**src/sv/pcxd_pkg.sv**
```systemverilog
// ----------------------------------------------------------------------------
// pcxd_pkg
// Shared types and constants for the PCX run-length planar decoder.
// ----------------------------------------------------------------------------
`default_nettype none

package pcxd_pkg;

  // Configuration register indexes.
  localparam int unsigned CFG_IDX_W = 2;
  localparam logic [CFG_IDX_W-1:0] REG_PIXEL_MODE   = 2'd0;
  localparam logic [CFG_IDX_W-1:0] REG_LINE_BYTES   = 2'd1;
  localparam logic [CFG_IDX_W-1:0] REG_IMAGE_WIDTH  = 2'd2;
  localparam logic [CFG_IDX_W-1:0] REG_IMAGE_HEIGHT = 2'd3;
  localparam int unsigned CFG_DATA_W = 16;

  // Code byte classification.
  localparam logic [7:0] RUN_MARK_MASK = 8'hC0;
  localparam logic [7:0] RUN_LEN_MASK  = 8'h3F;

  // Largest number of results one input word may cause.
  localparam logic [5:0] MAX_RESULTS = 6'd63;

  localparam logic STATUS_PIXEL = 1'b0;
  localparam logic STATUS_TRUNC = 1'b1;

  typedef struct packed {
    logic        pixel_mode;
    logic [15:0] line_bytes;
    logic [12:0] image_width;
    logic [14:0] image_height;
  } cfg_t;

  // One decoded command handed from the front to the back: a byte value,
  // how many times it is placed, and whether the stream ends with it.
  typedef struct packed {
    logic [7:0] code;
    logic [5:0] count;
    logic       eos;
  } cmd_t;

endpackage

`default_nettype wire

```
**src/sv/pcxd_queue.sv**
```systemverilog
// ----------------------------------------------------------------------------
// pcxd_queue
// Two-entry command queue between the front and the back.
// ----------------------------------------------------------------------------
`default_nettype none

module pcxd_queue (
  input  wire logic           clk,
  input  wire logic           rst_n,
  input  wire logic           push,
  input  pcxd_pkg::cmd_t      push_cmd,
  output logic                full,
  output logic                head_valid,
  output pcxd_pkg::cmd_t      head_cmd,
  input  wire logic           pop
);

  pcxd_pkg::cmd_t slot_r [2];
  logic       wr_ptr_r, wr_ptr_nxt;
  logic       rd_ptr_r, rd_ptr_nxt;
  logic [1:0] count_r, count_nxt;
  logic       do_push, do_pop;

  assign full       = count_r == 2'd2;
  assign head_valid = count_r != 2'd0;
  assign head_cmd   = slot_r[rd_ptr_r];
  assign do_push    = push & ~full;
  assign do_pop     = pop & head_valid;

  always_comb begin
    wr_ptr_nxt = wr_ptr_r ^ do_push;
    rd_ptr_nxt = rd_ptr_r ^ do_pop;
    count_nxt  = count_r + {1'b0, do_push} - {1'b0, do_pop};
  end

  always_ff @(posedge clk) begin
    if (!rst_n) begin
      wr_ptr_r <= 1'b0;
      rd_ptr_r <= 1'b0;
      count_r  <= 2'd0;
    end else begin
      wr_ptr_r <= wr_ptr_nxt;
      rd_ptr_r <= rd_ptr_nxt;
      count_r  <= count_nxt;
    end
  end

  always_ff @(posedge clk) begin
    if (do_push) begin
      slot_r[wr_ptr_r] <= push_cmd;
    end
  end

endmodule

`default_nettype wire

```
**config.mk**
```make
export PLATFORM = sky130hd
export DESIGN_NAME = pcxd_queue
export DESIGN_NICKNAME = d
export VERILOG_FILES = /design/src/sv/pcxd_pkg.sv /design/src/sv/pcxd_queue.sv
export SDC_FILE = /design/constraint.sdc
export NUM_CORES = 1
export LEC_CHECK = 0
export BUFFER_PORTS_ARGS = -buffer_cell sky130_fd_sc_hd__buf_2
export CORE_MARGIN = 2
export CORE_UTILIZATION = 54
export CTS_BUF_LIST = sky130_fd_sc_hd__clkbuf_4 sky130_fd_sc_hd__clkbuf_8
export DETAILED_ROUTE_END_ITERATION = 12
export GPL_ROUTABILITY_DRIVEN = 0
export PLACE_DENSITY = 0.81
export SLEW_MARGIN = 30
export SYNTH_ARGS = -nofsm -noshare
export SYNTH_HDL_FRONTEND = slang
export SYNTH_SLANG_ARGS = --single-unit
```
**constraint.sdc**
```tcl
create_clock -name clk -period 2.1 [get_ports clk]
set_clock_uncertainty 0.2 [all_clocks]
set_input_delay 0.525 -clock clk [delete_from_list [all_inputs] [get_ports clk]]
set_output_delay 0.525 -clock clk [all_outputs]
set_load 0.1 [all_outputs]
```
==> key figures <==
Final layout
  – Final non-filler cell total: 148
  – Nets: 140
  – Cell area after layout: 0.00193 mm^2
  – Layout cells sized above 1: 55.9%
  – Synth-to-Final Area Change: 37.7%
  – Number of diodes: 0
  – Most frequent cells in the layout: 30 x edfxtp_1, 19 x buf_2, 16 x buf_12
  – Commonest non-fill, non-tap cell in the layout: edfxtp_1

Timing
  – Period minus WS final: 2.06 ns
  – Rel. slew slack: 68.0%
  – Final hold violations: 0
  – Max-slew violations: 0
  – Slew @ Worst Pin: 0.483 ns
  – Setup TNS Final: 0 ns
  – Tcrit/Tclk final: 98.1%
  – Unrepaired setup endpoints after global routing: yes
  – Final setup fails: 0
  – Fmax: 485 MHz
  – Worst Hold Slack: 0.181 ns

Power
  – Final Power: 2920 uW
  – Leakage: 0.000795 uW
  – VDD IR-drop max: 1.13 mV
  – PD cells: 1510 mW/mm^2

Clocking
  – Root Driver: clkbuf_4
  – Clock transition at path regs: 0.10 ns
  – CTS tree: done
  – Clock Sink Count: 35
  – H-tree Lvls: 2
  – Clk_lat worst skew: 0.32 ns
  – TritonCTS Buffers: 5
  – Longest Clk Path Bufs: 2
  – Hold buffer count at CTS: 0

Setup path
  – Critical path launch point type: register
  – Crit path DAT: 1.33 ns
  – Crit path kind: register to primary output
  – Critical Path Sink Type: primary output
  – Worst Path Max Fanout: 5
  – CP required: 1.37 ns

Yosys
  – Cells after synthesis: 72
  – Sequential fraction of the synthesis area: 71.4%
  – Area of the mapped netlist: 0.00140 mm^2
  – Post-synthesis area per instance: 19.5 um^2
  – Post-synth EDFFs: 30
  – Area contributors post-synth: edfxtp_1 64%, mux2_4 11%, dfxtp_1 7.1%, mux2_2 4.0%, ha_1 3.6%
  – Synth async-reset ratio: 0%
  – Mapped Nets: 95
  – Ys Warns: 0
  – Post-synth cell types: 18
  – Dominant cell type by area after synthesis: edfxtp_1
  – Synth Register Bits: 35
  – Primary FF master, synth: edfxtp_1
  – Post-synth top area share: 64.3%

Min path
  – Worst Hold Class: input port to register

Drt
  – DR iter-0 viols: 1
  – Drt via density: 4.93
  – Detail Route Antenna Nets: 0
  – Routed wire length: 2100 um
  – First-pass detailed-route iteration total: 3
  – Vias: 730
  – DR DRC count: 0
  – Routed len/inst: 14.2 um

GRT
  – First-pass GRT wire length: 3040 um
  – Initial antenna violation count: 0
  – Largest net degree at the start of global routing: 16
  – Vias in the first global route: 722
  – Global Route Usage Sum: 15.8%
  – Remaining Overflow, GRT: 0

Floorplanning
  – DIE AREA: 0.00302 mm^2
  – # IOs: 36
  – Initial core utilization: 56.6%
  – Core area: 0.00248 mm^2
  – DIE HEIGHT: 54.9 um
  – DIE WIDTH: 54.9 um
  – Rows: 18

Placed design
  – Post-DP Area: 0.00186 mm^2
  – Hpwl dp: 1620 um
  – Port-buffer cells: 35
  – Cells after DPL: 140

Flow run
  – Max Cap Violations: 0

Outcome
  – Run status: finished, final reports clean
layer usage:
| layer | vias to the layer above | wire [um] | share of wire (%) | track usage (%) |
|---|---|---|---|---|
| met5 | - | 0 | 0 | 0 |
| met1 | 341 | 791 | 38 | 16.5 |
| met2 | 26 | 1090 | 52 | 25.8 |
| li1 | 357 | - | - | - |
| met4 | 0 | 44 | 2.1 | 8.94 |
| met3 | 6 | 171 | 8.2 | 8.06 |
worst max-delay path: stages, from the launching register on:
cell and delay [ns]:
dfxtp_2 0.34, buf_4 0.14, mux2_2 0.36, buf_12 0.17
where the power goes:
group / switching, uW / internal, uW / total [uW] / leakage, uW
logic: 1030 / 605 / 1630 / 0.000436
registers: 43.1 / 887 / 930 / 0.000322
clock network: 187 / 172 / 359 / 0.0000368
what timing repair did:
| action | in CTS | in global routing |
|---|---|---|
| setup endpoints to repair | 10 | 10 |
| setup buffers | 0 | 0 |
| endpoints found under the hold margin | 0 | 0 |
| resized for setup | 2 | 0 |
metrics by stage:
stage | worst slack (ns) | utilization, %
5_1_grt | -0.0150 | 77.9
2_1_floorplan | 0.204 | -
4_1_cts | 0.0149 | 77.9
6_report | 0.0401 | 77.9
3_3_place_gp | 0.295 | 75.3
3_5_place_dp | 0.222 | 75.3
state kept, by name, summed over array words and instances (netlist names), named ones only:
name	flops
count_r	2
slot_r	30
wr_ptr_r	1
rd_ptr_r	1
worst paths after layout:
check                               endpoint  cells past startpoint  slack (ns)         from
worst max register to register    count_r[1]                      7        0.36   count_r[1]
worst max-delay path             head_cmd[2]                      3        0.04     register
worst min-delay path            slot_r[1][8]                      1        0.18  push_cmd[8]
worst min register to register      rd_ptr_r                      2        0.29     rd_ptr_r
Yosys cell counts (2+ instances only):
cell type and number:
ha_1 4, inv_1 3, mux2i_1 2, edfxtp_1 30, nand2_1 2, and2_1 2, dfxtp_1 5, mux2_4 10
mux2_2 5
cell families after synthesis:
family	Yosys count	synth area share, %
fa+ha+maj	4	3.57
simple gates	9	3.93
compound gates	1	0.536
flops	35	71.4
xor+xnor	1	1.61
mux	17	16.2
buf+inv	5	2.77
layout make-up:
cell class | count | area [um^2]
fillers | 158 | 548
repair buffers | 40 | 457
inverters | 3 | 11.3
clock buffers | 8 | 60.1
well taps | 30 | 37.5
flip-flops and latches | 35 | 1000
multi-input cells | 32 | 362
(Power assumes the default switching activity.)
