## config.mk

```make
export PLATFORM = sky130hd
export DESIGN_NAME = pcxd_front
export DESIGN_NICKNAME = d
export VERILOG_FILES = /design/src/sv/pcxd_pkg.sv /design/src/sv/pcxd_front.sv
export SDC_FILE = /design/constraint.sdc
export NUM_CORES = 1
export LEC_CHECK = 0
export ABC_AREA = 1
export BUFFER_PORTS_ARGS = -buffer_cell sky130_fd_sc_hd__buf_2
export CAP_MARGIN = 15
export CELL_PAD_IN_SITES_DETAIL_PLACEMENT = 1
export CELL_PAD_IN_SITES_GLOBAL_PLACEMENT = 1
export CORE_ASPECT_RATIO = 1.1
export CORE_MARGIN = 5
export CORE_UTILIZATION = 29
export CTS_CLUSTER_SIZE = 28
export DETAILED_ROUTE_END_ITERATION = 16
export PLACE_DENSITY_LB_ADDON = 0.1
export SLEW_MARGIN = 20
export SYNTH_ARGS = -nofsm -noshare
export SYNTH_HDL_FRONTEND = slang
export SYNTH_SLANG_ARGS = --single-unit
```

## constraint.sdc

```tcl
create_clock -name clk -period 2.5 [get_ports clk]
set_input_delay 0.25 -clock clk [delete_from_list [all_inputs] [get_ports clk]]
set_output_delay 0.25 -clock clk [all_outputs]
set_load 0.005 [all_outputs]
```

## src/sv/pcxd_pkg.sv

```systemverilog
// ----------------------------------------------------------------------------
// pcxd_pkg
// Shared types and constants for the PCX run-length planar decoder.
// ----------------------------------------------------------------------------
`default_nettype none

package pcxd_pkg;

  // Configuration register indexes.
  localparam int unsigned CFG_IDX_W = 2;
  localparam logic [CFG_IDX_W-1:0] REG_PIXEL_MODE   = 2'd0;
  localparam logic [CFG_IDX_W-1:0] REG_LINE_BYTES   = 2'd1;
  localparam logic [CFG_IDX_W-1:0] REG_IMAGE_WIDTH  = 2'd2;
  localparam logic [CFG_IDX_W-1:0] REG_IMAGE_HEIGHT = 2'd3;
  localparam int unsigned CFG_DATA_W = 16;

  // Code byte classification.
  localparam logic [7:0] RUN_MARK_MASK = 8'hC0;
  localparam logic [7:0] RUN_LEN_MASK  = 8'h3F;

  // Largest number of results one input word may cause.
  localparam logic [5:0] MAX_RESULTS = 6'd63;

  localparam logic STATUS_PIXEL = 1'b0;
  localparam logic STATUS_TRUNC = 1'b1;

  typedef struct packed {
    logic        pixel_mode;
    logic [15:0] line_bytes;
    logic [12:0] image_width;
    logic [14:0] image_height;
  } cfg_t;

  // One decoded command handed from the front to the back: a byte value,
  // how many times it is placed, and whether the stream ends with it.
  typedef struct packed {
    logic [7:0] code;
    logic [5:0] count;
    logic       eos;
  } cmd_t;

endpackage

`default_nettype wire

```

## src/sv/pcxd_front.sv

```systemverilog
// ----------------------------------------------------------------------------
// pcxd_front
// Accepts compressed words and turns them into byte/count commands.
// ----------------------------------------------------------------------------
`default_nettype none

module pcxd_front (
  input  wire logic                clk,
  input  wire logic                rst_n,
  input  wire logic                in_valid,
  output logic                     in_stall,
  input  wire logic [7:0]          in_code_byte,
  input  wire logic                in_stream_end,
  input  wire logic                q_full,
  output logic                     push,
  output pcxd_pkg::cmd_t           push_cmd
);

  logic       await_r, await_nxt;
  logic [5:0] run_len_r, run_len_nxt;
  logic       acc;
  logic       is_mark;

  assign in_stall = q_full;
  assign acc      = in_valid & ~in_stall;
  assign is_mark  = (in_code_byte & pcxd_pkg::RUN_MARK_MASK) == pcxd_pkg::RUN_MARK_MASK;

  always_comb begin
    await_nxt      = await_r;
    run_len_nxt    = run_len_r;
    push           = 1'b0;
    push_cmd.code  = in_code_byte;
    push_cmd.count = 6'd0;
    push_cmd.eos   = in_stream_end;
    if (acc) begin
      if (await_r) begin
        await_nxt      = 1'b0;
        push_cmd.count = run_len_r;
        push           = (run_len_r != 6'd0) | in_stream_end;
      end else if (is_mark) begin
        run_len_nxt    = in_code_byte[5:0] & pcxd_pkg::RUN_LEN_MASK[5:0];
        // A marker that closes the stream only reports truncation.
        await_nxt      = ~in_stream_end;
        push_cmd.count = 6'd0;
        push           = in_stream_end;
      end else begin
        push_cmd.count = 6'd1;
        push           = 1'b1;
      end
    end
  end

  always_ff @(posedge clk) begin
    if (!rst_n) begin
      await_r   <= 1'b0;
      run_len_r <= 6'd0;
    end else begin
      await_r   <= await_nxt;
      run_len_r <= run_len_nxt;
    end
  end

endmodule

`default_nettype wire

```

==> impl_metrics.yaml <==
synthesis:
  seq_area_frac_synth_pct: 26.6
  syn_area_um2: 527
  synth_seq_cells: 7
  yosysTopAreaCellShare_pct: 26.6
  yosys_warnings: 0
  synth_compound_area_share_pct: 2.85
  yosysUniqueCellTypes: 16
  synthSimpleGateAreaFrac_pct: 46.6
  synthAdderAreaFrac_pct: 0
  syn_inst: 81
  syn_nets: 94
  synth_xor_area_share_pct: 0
  syn_area_per_cell_um2: 6.50
  netlist_top_cells_area: "dfxtp_1, buf_4, nor2_1"
  synth_top_family_by_area: "simple AND/OR/NAND/NOR gates"
  synthMuxAreaShare_pct: 0
  yosys.area.top_type: "dfxtp_1"
global_routing:
  grt_pass1_vias: 538
  grt-ovfl-total: 0
  antenna_found_initial: 0
  grtUsageMet3_pct: 1.36
  grt_use_met2_pct: 17.1
  busiest_layer: "met2"
  met1_usage_pct: 11.2
  grt_pass1_wl_um: 2130
  globalRouteTotalUtil_pct: 10.2
  grt_max_degree: 10
route:
  postRouteAntennaNets: 0
  drt_iter0_drc: 1
  drt_wl_total_um: 1190
  drc: 0
  num_vias: 524
  drtPass1Iterations: 4
  vias_per_cell: 4.30
  wire_per_inst_um: 9.71
sta:
  skew_ps: 1.08
  max_freq_mhz: 701
  hold_violations: 0
  fin_crit_sh_pct: 57.0
  layout_setup_ws_ps: 1070
  worstMarginPinSlew_ps: 272
  min_period_ps: 1430
  slew_viol_final: 0
  fin_tns_setup_ps: 0
  slew_headroom_pct: 81.9
  rsz0062_at_grt: "false"
  setup_viol: 0
critical_path:
  crit_fanout: 9
  critPathLaunchType: "register"
  startpoint: "await_r"
  crit_slowest_cell: "dfxtp_1"
  reg2reg_slack_ps: 1540
  r2r_cells: 5
  path_cells: "inv_4 > nor2_4 > inv_2 > nor2_1 > buf_2"
  crit_type: "reg -> out"
  max_stage_delay_ps: 430
  cp.required_ps: 2250
  end_kind: "primary output"
  regToRegStartpoint: "await_r"
  arrival_ps: 1180
  r2r-end: "run_len_r[1]"
place:
  gp_congestion: 0.698
  dp_cells: 118
  dpl_worst_slack_ps: 1260
  dp_hpwl_um: 1020
  placement.io_buffers: 29
die:
  coreArea_um2: 1760
  core.rowCount: 16
  start_util_pct: 29.9
  fp.dieW_um: 50.6
  die-area_um2: 2770
  ios: 30
  die_y_um: 54.7
worst_hold_path:
  min_delay_path_depth: 4
  hold_class: "in -> reg"
  min_from: "in_stream_end"
  holdPathEnd: "await_r"
clock_tree:
  cts.clk_slew.worst_paths_ps: 50
  postCtsHoldBufs: 0
  clk_root_buffer_cell: "clkbuf_4"
  clk_path_buf_depth: 2
  cts.htree.levels: 1
  cts_tree: "done"
  post_cts_buffers: 0
  clock_latency_ps: 240
  cts_made_buffers: 3
  cts_resized: 0
  clkSinkCount: 7
run:
  maxCapViolCount: 0
layout:
  fin_nets: 118
  antenna_cells: 0
  area_delta_synth_final_pct: 22.6
  drive_gt1_share_pct: 38.5
  instances_no_fill: 122
  fillers: 268
power:
  ir_drop_v: 0.000154
  leakage_nw: 0.361
  powerDensity_nw_per_um2: 421
outcome:
  status: "finished, final reports clean"
-- flip-flops by register name (all words and copies together), names as in the netlist --
name,flops
await_r,1
run_len_r,6
-- area by class of cell --
type,instances,area (um^2),area share (%)
inverter,13,51.3,7.95
clock buffer,4,26.3,4.07
sequential,7,140,21.7
multi-input combinational,51,260,40.3
tap,18,22.5,3.49
timing repair buffer,29,145,22.5
-- cells by family (layout without fill, tap and decap cells) --
logic type | after synthesis | count (layout)
simple gates | 48 | 48
buf+inv | 23 | 46
compound gates | 3 | 3
flops | 7 | 7
-- per-stage QoR --
step	power [mW]	utilization [%]	hold slack (ps)	cell area [um^2]
floorplan	0.160	-	371	527
global placement	0.176	35.2	471	619
detailed placement	0.176	35.2	475	619
CTS	0.281	36.6	285	646
global route	0.295	36.6	300	646
finish	0.272	36.6	289	646
-- routing by layer --
metal  part of all wire (%)  vias to the layer above
met4                    2.1                        0
met3                    7.9                        2
met2                     48                       21
li1                       -                      278
met5                      0                        -
met1                     41                      223
-- where the power goes --
part / total, mW / internal (mW) / switching [mW]
Combinational: 0.0544 / 0.0241 / 0.0303
Sequential: 0.118 / 0.116 / 0.00263
Clock: 0.0994 / 0.0607 / 0.0387
Total: 0.272 / 0.200 / 0.0716
-- cell usage in the layout (no fill, tap or decap), drive strengths merged --
| cell | Yosys | routed |
|---|---|---|
| nor2 | 22 | 22 |
| o21ai | 1 | 1 |
| buf | 10 | 29 |
| inv | 13 | 13 |
| dfxtp | 7 | 7 |
| nand3 | 7 | 7 |
| nand2 | 18 | 18 |
| a21oi | 2 | 2 |
| nand4 | 1 | 1 |
| clkbuf | 0 | 4 |
-- worst max-delay path, delay by kind of cell, from the launching register on --
family,cells,cell delay (ps)
buffers and inverters,3,280
and+or+nand+nor,2,230
DFF,1,430
-- cells in the mapped netlist --
| library cell | instances |
|---|---|
| inv_1 | 11 |
| nor2_4 | 2 |
| nand3_1 | 6 |
| nand2_4 | 1 |
| nand3_4 | 1 |
| buf_4 | 10 |
| nand4_1 | 1 |
| inv_2 | 1 |
| o21ai_0 | 1 |
| nor2_1 | 19 |
| nor2_8 | 1 |
| dfxtp_1 | 7 |
| nand2_2 | 1 |
| a21oi_1 | 2 |
| inv_4 | 1 |
| nand2_1 | 16 |
-- worst max-delay path by stage --
stage | slack (ps) | end
2_1_floorplan | 1500 | push_cmd[3]
3_3_place_gp | 1300 | push_cmd[6]
3_5_place_dp | 1260 | push_cmd[6]
4_1_cts | 1030 | push_cmd[6]
5_1_grt | 950 | push_cmd[6]
6_report | 1070 | push_cmd[6]
(Power assumes the default switching activity.)
